## config.mk

```make
export PLATFORM = sky130hd
export DESIGN_NAME = arp_cache_responder_unit
export DESIGN_NICKNAME = d
export VERILOG_FILES = /design/src/hw/rtl/arpc_pkg.sv /design/src/hw/rtl/arp_cache_responder_unit.sv /design/src/hw/rtl/arpc_ctrl.sv /design/src/hw/rtl/arpc_datapath.sv
export VERILOG_INCLUDE_DIRS = /design/src /design/src/hw/rtl
export SDC_FILE = /design/constraint.sdc
export NUM_CORES = 2
export LEC_CHECK = 0
export ABC_AREA = 1
export BUFFER_PORTS_ARGS = -buffer_cell sky130_fd_sc_hd__buf_2
export CAP_MARGIN = 10
export CELL_PAD_IN_SITES_DETAIL_PLACEMENT = 0
export CELL_PAD_IN_SITES_GLOBAL_PLACEMENT = 1
export CORE_ASPECT_RATIO = 0.6
export CORE_MARGIN = 2
export CORE_UTILIZATION = 35
export CTS_CLUSTER_DIAMETER = 50
export CTS_CLUSTER_SIZE = 14
export DETAILED_ROUTE_END_ITERATION = 8
export PLACE_DENSITY_LB_ADDON = 0.25
export SLEW_MARGIN = 10
export SYNTH_ARGS = -nofsm -noshare
export SYNTH_HDL_FRONTEND = slang
export SYNTH_SLANG_ARGS = --single-unit
export TNS_END_PERCENT = 20
```

## constraint.sdc

```tcl
create_clock -name i_clk -period 5.65 [get_ports i_clk]
set_clock_uncertainty 0.1 [all_clocks]
set_input_delay 1.695 -clock i_clk [delete_from_list [all_inputs] [get_ports i_clk]]
set_output_delay 1.695 -clock i_clk [all_outputs]
set_load 0.01 [all_outputs]
```

## src/hw/rtl/assert_macros.svh

```systemverilog
// Assertion macros shared by the ARP cache RTL.
// Expects i_clk and i_rst_n in the scope of each use.
`ifndef ASSERT_MACROS_SVH
`define ASSERT_MACROS_SVH

// Check a property at every clock edge outside reset.
`define ASSERT_CLK(label, prop, msg) \
    label: assert property (@(posedge i_clk) disable iff (!i_rst_n) (prop)) \
        else $error(msg);

// Check that a condition holds in the cycle after a trigger.
`define ASSERT_NEXT(label, trig, cond, msg) \
    label: assert property (@(posedge i_clk) disable iff (!i_rst_n) \
        (trig) |=> (cond)) else $error(msg);

`endif

```

## src/hw/rtl/arpc_pkg.sv

```systemverilog
// Types and constants of the ARP cache responder.
// No dependencies; used by the controller, the datapath and the top level.
package arpc_pkg;

    localparam int CFG_IDX_W = 2;
    localparam logic [CFG_IDX_W-1:0] CFG_OWN_IP  = 2'd0;
    localparam logic [CFG_IDX_W-1:0] CFG_OWN_MAC = 2'd1;

    localparam logic [15:0] OP_REQUEST = 16'd1;

    typedef enum logic [1:0] {
        ACT_NONE  = 2'd0,
        ACT_REPLY = 2'd1,
        ACT_HIT   = 2'd2,
        ACT_MISS  = 2'd3
    } t_action;

    typedef enum logic [1:0] {
        ST_IDLE,
        ST_SCAN,
        ST_FIN
    } t_state;

    typedef struct packed {
        logic        cmd;
        logic [15:0] opcode;
        logic [31:0] sender_ip;
        logic [47:0] sender_mac;
        logic [31:0] target_ip;
    } t_item;

    typedef struct packed {
        t_action     action;
        logic [47:0] dest_mac;
        logic [31:0] dest_ip;
    } t_result;

    // Controller to datapath.
    typedef struct packed {
        logic load;        // capture the input item
        logic scan_start;  // rewind the table scan
        logic scan_en;     // issue one table read, advance the compare stage
        logic finish;      // load the result register and, for a learn item, update the table
    } t_cmd;

    // Datapath to controller.
    typedef struct packed {
        logic hit;         // compared entry matches the key
        logic last;        // compared entry is the last one
        logic out_busy;    // result register full and not taken this cycle
    } t_status;

endpackage

```

## src/hw/rtl/arp_cache_responder_unit.sv

```systemverilog
// Top level of the ARP cache with responder.
// Depends on arpc_pkg, arpc_ctrl and arpc_datapath.
//
//  channel  | direction | handshake                   | payload
//  ---------+-----------+-----------------------------+-------------------------------
//  s_axis   | in        | i_s_axis_tvalid/o_..._tready | tdata 128 b, tuser = cmd
//  m_axis   | out       | o_m_axis_tvalid/i_..._tready | tdata 80 b, tuser = action
//  cfg      | in        | i_cfg_valid/o_cfg_ready      | index 2 b, data 48 b
//
// Scan: the table is read in order, one entry read per cycle through a registered
// read port, and the scan stops at the first matching entry or, on a miss, after
// the last of the ENTRIES entries.
// Reset: synchronous, active low; it clears the valid bits of the table, the fill
// slot and own_ip at once, so no clearing pass is needed.
// Stalls: a result waits in the output register; the next item is accepted
// meanwhile and its scan runs, and only its finish step waits for the register.
// Configuration writes are always taken and must arrive while the block is idle.
module arp_cache_responder_unit
    import arpc_pkg::*;
#(
    parameter int ENTRIES = 16
)(
    input  logic                 i_clk,
    input  logic                 i_rst_n,
    // Input items.
    input  logic                 i_s_axis_tvalid,
    output logic                 o_s_axis_tready,
    // opcode[15:0], sender_ip[47:16], sender_mac[95:48], target_ip[127:96]
    input  logic [127:0]         i_s_axis_tdata,
    // cmd[0]
    input  logic [0:0]           i_s_axis_tuser,
    // Result items.
    output logic                 o_m_axis_tvalid,
    input  logic                 i_m_axis_tready,
    // dest_mac[47:0], dest_ip[79:48]
    output logic [79:0]          o_m_axis_tdata,
    // action[1:0]
    output logic [1:0]           o_m_axis_tuser,
    // Configuration writes.
    input  logic                 i_cfg_valid,
    output logic                 o_cfg_ready,
    input  logic [CFG_IDX_W-1:0] i_cfg_index,
    input  logic [47:0]          i_cfg_data
);

    t_cmd    w_cmd;
    t_status w_status;
    t_item   w_item;
    t_result w_result;

    // Unpack the input transaction.
    assign w_item.cmd        = i_s_axis_tuser[0];
    assign w_item.opcode     = i_s_axis_tdata[15:0];
    assign w_item.sender_ip  = i_s_axis_tdata[47:16];
    assign w_item.sender_mac = i_s_axis_tdata[95:48];
    assign w_item.target_ip  = i_s_axis_tdata[127:96];

    // Configuration takes effect at once; never stall it.
    assign o_cfg_ready = 1'b1;

    arpc_ctrl u_ctrl (
        .i_clk     (i_clk),
        .i_rst_n   (i_rst_n),
        .i_s_valid (i_s_axis_tvalid),
        .o_s_ready (o_s_axis_tready),
        .o_cmd     (w_cmd),
        .i_status  (w_status)
    );

    arpc_datapath #(
        .ENTRIES (ENTRIES)
    ) u_datapath (
        .i_clk       (i_clk),
        .i_rst_n     (i_rst_n),
        .i_cmd       (w_cmd),
        .o_status    (w_status),
        .i_item      (w_item),
        .i_cfg_valid (i_cfg_valid),
        .i_cfg_index (i_cfg_index),
        .i_cfg_data  (i_cfg_data),
        .o_out_valid (o_m_axis_tvalid),
        .i_out_ready (i_m_axis_tready),
        .o_result    (w_result)
    );

    // Pack the result transaction.
    assign o_m_axis_tdata = {w_result.dest_ip, w_result.dest_mac};
    assign o_m_axis_tuser = w_result.action;

endmodule

```

## src/hw/rtl/arpc_ctrl.sv

```systemverilog
// Sequencer of the ARP cache: accept, scan the table, finish.
// Depends on arpc_pkg and assert_macros.svh.
`include "assert_macros.svh"

module arpc_ctrl
    import arpc_pkg::*;
(
    input  logic    i_clk,
    input  logic    i_rst_n,
    input  logic    i_s_valid,
    output logic    o_s_ready,
    output t_cmd    o_cmd,
    input  t_status i_status
);

    t_state r_state;
    t_state n_state;

    always_ff @(posedge i_clk) begin
        if (!i_rst_n) begin
            r_state <= ST_IDLE;
        end else begin
            r_state <= n_state;
        end
    end

    always_comb begin
        n_state = r_state;
        case (r_state)
            ST_IDLE: begin
                if (i_s_valid) n_state = ST_SCAN;
            end
            ST_SCAN: begin
                if (i_status.hit || i_status.last) n_state = ST_FIN;
            end
            ST_FIN: begin
                if (!i_status.out_busy) n_state = ST_IDLE;
            end
            default: n_state = ST_IDLE;
        endcase
    end

    always_comb begin
        o_s_ready        = 1'b0;
        o_cmd            = '0;
        case (r_state)
            ST_IDLE: begin
                o_s_ready        = 1'b1;
                o_cmd.load       = i_s_valid;
                o_cmd.scan_start = i_s_valid;
            end
            ST_SCAN: begin
                // Freeze the compare stage once the outcome is known.
                o_cmd.scan_en = !(i_status.hit || i_status.last);
            end
            ST_FIN: begin
                o_cmd.finish = !i_status.out_busy;
            end
            default: begin
                o_s_ready = 1'b0;
            end
        endcase
    end

    `ASSERT_CLK(a_fin_holds_outcome, (r_state != ST_FIN) || i_status.hit || i_status.last,
        "scan outcome lost while finishing")
    `ASSERT_CLK(a_finish_needs_room, !o_cmd.finish || !i_status.out_busy,
        "result register overwritten")
    `ASSERT_CLK(a_no_scan_when_idle, (r_state != ST_IDLE) || !o_cmd.scan_en,
        "table scanned while idle")

endmodule

```

## src/hw/rtl/arpc_datapath.sv

```systemverilog
// Datapath of the ARP cache: item registers, entry table, compare, result register.
// Depends on arpc_pkg and assert_macros.svh.
`include "assert_macros.svh"

module arpc_datapath
    import arpc_pkg::*;
#(
    parameter int ENTRIES = 16
)(
    input  logic                 i_clk,
    input  logic                 i_rst_n,
    input  t_cmd                 i_cmd,
    output t_status              o_status,
    input  t_item                i_item,
    input  logic                 i_cfg_valid,
    input  logic [CFG_IDX_W-1:0] i_cfg_index,
    input  logic [47:0]          i_cfg_data,
    output logic                 o_out_valid,
    input  logic                 i_out_ready,
    output t_result              o_result
);

    localparam int IDXW = (ENTRIES > 1) ? $clog2(ENTRIES) : 1;
    localparam int CNTW = $clog2(ENTRIES + 1);
    localparam logic [IDXW-1:0] LAST_IDX = IDXW'(ENTRIES - 1);

    // Item and configuration.
    t_item       r_item;
    logic [31:0] r_own_ip;

    // Entry table.
    logic [31:0]        r_mem_ip  [ENTRIES];
    logic [47:0]        r_mem_mac [ENTRIES];
    logic [ENTRIES-1:0] r_valid;
    logic [IDXW-1:0]    r_next_slot;

    // Scan pipeline: read stage then compare stage.
    logic [CNTW-1:0] r_scan_idx;
    logic [IDXW-1:0] r_cmp_idx;
    logic            r_cmp_live;
    logic [31:0]     r_rd_ip;
    logic [47:0]     r_rd_mac;
    logic            r_rd_vld;

    // Result register.
    t_result r_out;
    logic    r_out_valid;

    logic [31:0]     w_key;
    logic [31:0]     w_entry_ip;
    logic [47:0]     w_entry_mac;
    logic            w_hit;
    logic            w_wr_en;
    logic [IDXW-1:0] w_wr_idx;
    logic [IDXW-1:0] w_rd_idx;
    t_result         w_res;

    assign w_key       = r_item.cmd ? r_item.target_ip : r_item.sender_ip;
    assign w_rd_idx    = r_scan_idx[IDXW-1:0];
    // An entry never written reads as cleared.
    assign w_entry_ip  = r_rd_vld ? r_rd_ip  : 32'd0;
    assign w_entry_mac = r_rd_vld ? r_rd_mac : 48'd0;
    assign w_hit       = r_cmp_live && (w_entry_ip == w_key);
    assign w_wr_en     = i_cmd.finish && !r_item.cmd;
    assign w_wr_idx    = w_hit ? r_cmp_idx : r_next_slot;

    always_comb begin
        w_res = '0;
        if (r_item.cmd) begin
            w_res.dest_ip = r_item.target_ip;
            if (w_hit) begin
                w_res.action   = ACT_HIT;
                w_res.dest_mac = w_entry_mac;
            end else begin
                w_res.action   = ACT_MISS;
                w_res.dest_mac = '1;
            end
        end else if (r_item.opcode == OP_REQUEST && r_item.target_ip == r_own_ip) begin
            w_res.action   = ACT_REPLY;
            w_res.dest_mac = r_item.sender_mac;
            w_res.dest_ip  = r_item.sender_ip;
        end
    end

    // Payload registers and table storage.
    always_ff @(posedge i_clk) begin
        if (i_cmd.load) begin
            r_item <= i_item;
        end
        if (w_wr_en) begin
            r_mem_ip[w_wr_idx]  <= w_key;
            r_mem_mac[w_wr_idx] <= r_item.sender_mac;
        end
        if (i_cmd.scan_en) begin
            r_rd_ip   <= r_mem_ip[w_rd_idx];
            r_rd_mac  <= r_mem_mac[w_rd_idx];
            r_rd_vld  <= r_valid[w_rd_idx];
            r_cmp_idx <= w_rd_idx;
        end
        if (i_cmd.finish) begin
            r_out <= w_res;
        end
    end

    // Control state.
    always_ff @(posedge i_clk) begin
        if (!i_rst_n) begin
            r_own_ip    <= 32'd0;
            r_valid     <= '0;
            r_next_slot <= '0;
            r_scan_idx  <= '0;
            r_cmp_live  <= 1'b0;
            r_out_valid <= 1'b0;
        end else begin
            // The own MAC register is accepted and dropped: no result field uses it.
            if (i_cfg_valid && i_cfg_index == CFG_OWN_IP) begin
                r_own_ip <= i_cfg_data[31:0];
            end
            if (i_cmd.scan_start) begin
                r_scan_idx <= '0;
                r_cmp_live <= 1'b0;
            end else if (i_cmd.scan_en) begin
                r_scan_idx <= r_scan_idx + CNTW'(1);
                r_cmp_live <= 1'b1;
            end
            if (w_wr_en) begin
                r_valid[w_wr_idx] <= 1'b1;
                if (!w_hit) begin
                    r_next_slot <= (r_next_slot == LAST_IDX) ? '0
                                                             : r_next_slot + IDXW'(1);
                end
            end
            if (i_cmd.finish) begin
                r_out_valid <= 1'b1;
            end else if (i_out_ready) begin
                r_out_valid <= 1'b0;
            end
        end
    end

    assign o_status.hit      = w_hit;
    assign o_status.last     = r_cmp_live && (r_cmp_idx == LAST_IDX);
    assign o_status.out_busy = r_out_valid && !i_out_ready;
    assign o_out_valid       = r_out_valid;
    assign o_result          = r_out;

    `ASSERT_NEXT(a_finish_sets_out, i_cmd.finish, r_out_valid,
        "result not presented after finish")
    `ASSERT_NEXT(a_lookup_keeps_slot, i_cmd.finish && r_item.cmd, $stable(r_next_slot),
        "lookup changed the fill slot")
    `ASSERT_NEXT(a_learn_hit_keeps_slot, w_wr_en && w_hit, $stable(r_next_slot),
        "matching update advanced the fill slot")

endmodule

```

==> qor.txt <==
Fin Hold WS: 362 ps
Die ar.: 185,000 um2
Crit path kind: flip-flop to flip-flop
Area Overhead vs Synth: 13.6%
Clk_lat worst skew: 810 ps
Clock Pin Slew Worst Setup and Hold Paths: 70 ps
Max_cap viols: 0
Most used DFF post-synth: edfxtp_1
H-Tree Depth: 4
Worst Tran Pin Value: 1060 ps
Final WL: 181 mm
Most common cell in the netlist: edfxtp_1
RePlAce Congestion: 0.844
CTS tree: done
Pwr Density: 349 nW/um2
Synth area leader: edfxtp_1
Peak Freq: 0.211 GHz
Reg-to-reg slack, setup: 920 ps
Final non-filler cell total: 7,295
Leakage: 0.0236 uW
Drt initial violations: 4,144
Yosys cell types: 43
Async SR Flop Fraction: 0%
Fillcell total: 16,800
WL/cell: 24.8 um
Required @ worst endpoint: 5980 ps
Endpoints failing hold: 0
Via count: 39,100
CTS resizes: 0
Detail Route Antenna Nets: 0
Cells after Synth: 4,648
Global-route wire length before repair: 265 mm
Total global-route track usage: 19.2%
Final setup TNS: 0 ps
Hold buffers post-CTS: 0
Sequential element share of the synthesized area: 76.4%
Share of post-route cells with drive strength above 1: 13.5%
Layout Nets: 5,026
Cells after DPL: 7,083
Drt first pass iters: 5
Worst Slack Setup Final: 921 ps
CP endpoint kind: flip-flop
Relative slew margins: 29.1%
Antenna Cells: 0
PortBufs: 251
FF/Latch Area: 48,500 um2
Final global-route overflow total: 0
Seq cells post-synth: 1,636
Arrival time at the worst endpoint: 5060 ps
Synth Cell Area: 63,500 um2
Root Driver: clkbuf_16
Post-CTS Setup Repair Bufs: 0
Synth Net Count: 4,834
Cell row count: 121
Cts bufs inserted: 153
Num Clock Sinks: 1,636
Finished Cell Area: 72,200 um2
DR vias/cell: 5.35
Die H: 334 um
Final setup fails: 0
Core ar.: 181,000 um2
Vias in the first global route: 37,600
Startpoint types: flip-flop
Top cells by count, synth: edfxtp_1, nor2_1, o21ai_0
Synth Warn #: 0
Post-DP Area: 67,700 um2
RSZ-0062 raised after global routing: no
Crit-path max FO: 38
Largest net degree at the start of global routing: 172
Initial antenna violation count: 2
Share of the synthesized area in the top cell type: 74.5%
Post-synth EDFFs: 1,576
Area contributors post-synth: edfxtp_1, o21ai_0, nor2_1
Final slew viol count: 0
Status: completed
Crit path time final: 4730 ps
Die X-Extent: 554 um
Worst Hold Class: flip-flop to flip-flop
Clock buffer depth: 4
Io pins: 269
Place WS: 1050 ps
DRC Markers: 0
Avg Inst Size Synth: 13.7 um2
Initial Util: 35.1%
Area of the multi-input gates: 13,300 um2
Post-DP HPWL: 97.3 mm
Tcrit/Tclk final: 83.7%
Maximum VDD drop: 0.189 mV
==> per-layer routing <==
layer | vias to the layer above | share of wire, % | track usage [%]
li1 | 17700 | - | -
met1 | 19900 | 48 | 29.5
met2 | 1192 | 44 | 28.8
met3 | 207 | 5.8 | 2.93
met4 | 0 | 1.6 | 3.77
met5 | - | 0 | 0
==> critical path: stages, from the launching register on <==
cell	delay, ps
edfxtp_1	520
inv_8	220
nand2_2	140
nand2_1	400
nand2_1	500
nand2_1	90
nor2_1	120
nand2_1	60
nor2_1	340
inv_1	110
nor2_2	140
nand2_1	130
nand2_1	90
nand2_1	80
nor2_2	230
nand2_1	200
inv_6	390
buf_4	440
==> registers in the layout, indices dropped and copies added, names as in the netlist <==
| name | cells |
|---|---|
| u_datapath.o_out_valid | 1 |
| u_datapath.r_mem_ip | 512 |
| u_datapath.r_rd_vld | 1 |
| u_ctrl.r_state | 2 |
| u_datapath.r_scan_idx | 4 |
| u_datapath.r_cmp_live | 1 |
| u_datapath.o_result | 82 |
| u_datapath.r_own_ip | 32 |
| u_datapath.r_mem_mac | 768 |
| u_datapath.r_valid | 16 |
| u_datapath.r_item | 129 |
| u_datapath.r_cmp_idx | 4 |
| u_datapath.r_rd_ip | 32 |
| u_datapath.r_next_slot | 4 |
| u_datapath.r_rd_mac | 48 |
==> path summary, 6_finish.rpt <==
path / from / endpoint / depth (start not counted)
worst max-delay path: u_datapath.r_item[128] / u_datapath.r_mem_ip[0][27] / 17
worst min-delay path: u_datapath.r_valid[3] / u_datapath.r_valid[3] / 2
worst max register to register: u_datapath.r_item[128] / u_datapath.r_mem_ip[0][27] / 17
worst min register to register: u_datapath.r_valid[3] / u_datapath.r_valid[3] / 2
==> final cells by class <==
cell class / instances / share of cell area (%)
clock buffers: 179 / 5.54
clock inverters: 33 / 0.588
inverters: 125 / 0.813
multi-input cells: 2576 / 18.4
flip-flops and latches: 1636 / 67.3
well taps: 2398 / 4.16
repair buffers: 348 / 3.27
==> kinds of logic (layout without fill, tap and decap cells) <==
kind of cell	Yosys count	after routing	share of synthesized area (%)
XOR/XNOR	21	21	0.301
buffers and inverters	436	685	2.75
flip-flops	1636	1636	76.4
AO/OA/AOI/OAI	1217	1217	11.7
AND/OR/NAND/NOR	1335	1335	8.78
adder cells (fa/ha/maj)	2	2	0.0394
other	1	1	0.00590
==> stage by stage <==
step / util, % / power (uW)
finish: 39.9 / 25200
global placement: 37.5 / 15700
detailed placement: 37.5 / 15700
CTS: 39.9 / 25500
floorplan: - / 15000
global route: 39.9 / 26100
==> cells in the final DEF, fill, tap and decap left out, types with 3 or more instances in the layout <==
cell        count
edfxtp_1     1576
nor2_1        731
o21ai_0       720
nand2_1       348
buf_2         251
o221ai_1      227
clkbuf_16     156
nand3_1       132
o211ai_1      125
inv_1         100
o22ai_1        98
buf_4          67
dfxtp_1        56
nand2_2        48
buf_12         30
inv_6          28
a21oi_1        27
clkbuf_1       22
nand4_1        17
nand2_4        17
xor2_1         17
a21oi_2        15
nor2_2         13
nand3b_1        9
nor4_1          7
bufinv_16       7
nor3_1          5
clkinvlp_4      5
clkinv_1        5
inv_8           4
dfxtp_4         4
xnor2_1         3
clkinv_8        3
==> report_power, final <==
| part | internal (uW) | total (uW) | switching [uW] | leakage, uW |
|---|---|---|---|---|
| logic | 405 | 1550 | 1150 | 0.00667 |
| registers | 13600 | 13800 | 215 | 0.0148 |
| clock network | 5350 | 9830 | 4480 | 0.00214 |
| total | 19400 | 25200 | 5840 | 0.0236 |
Note: power is estimated with default switching activity, not from simulation.
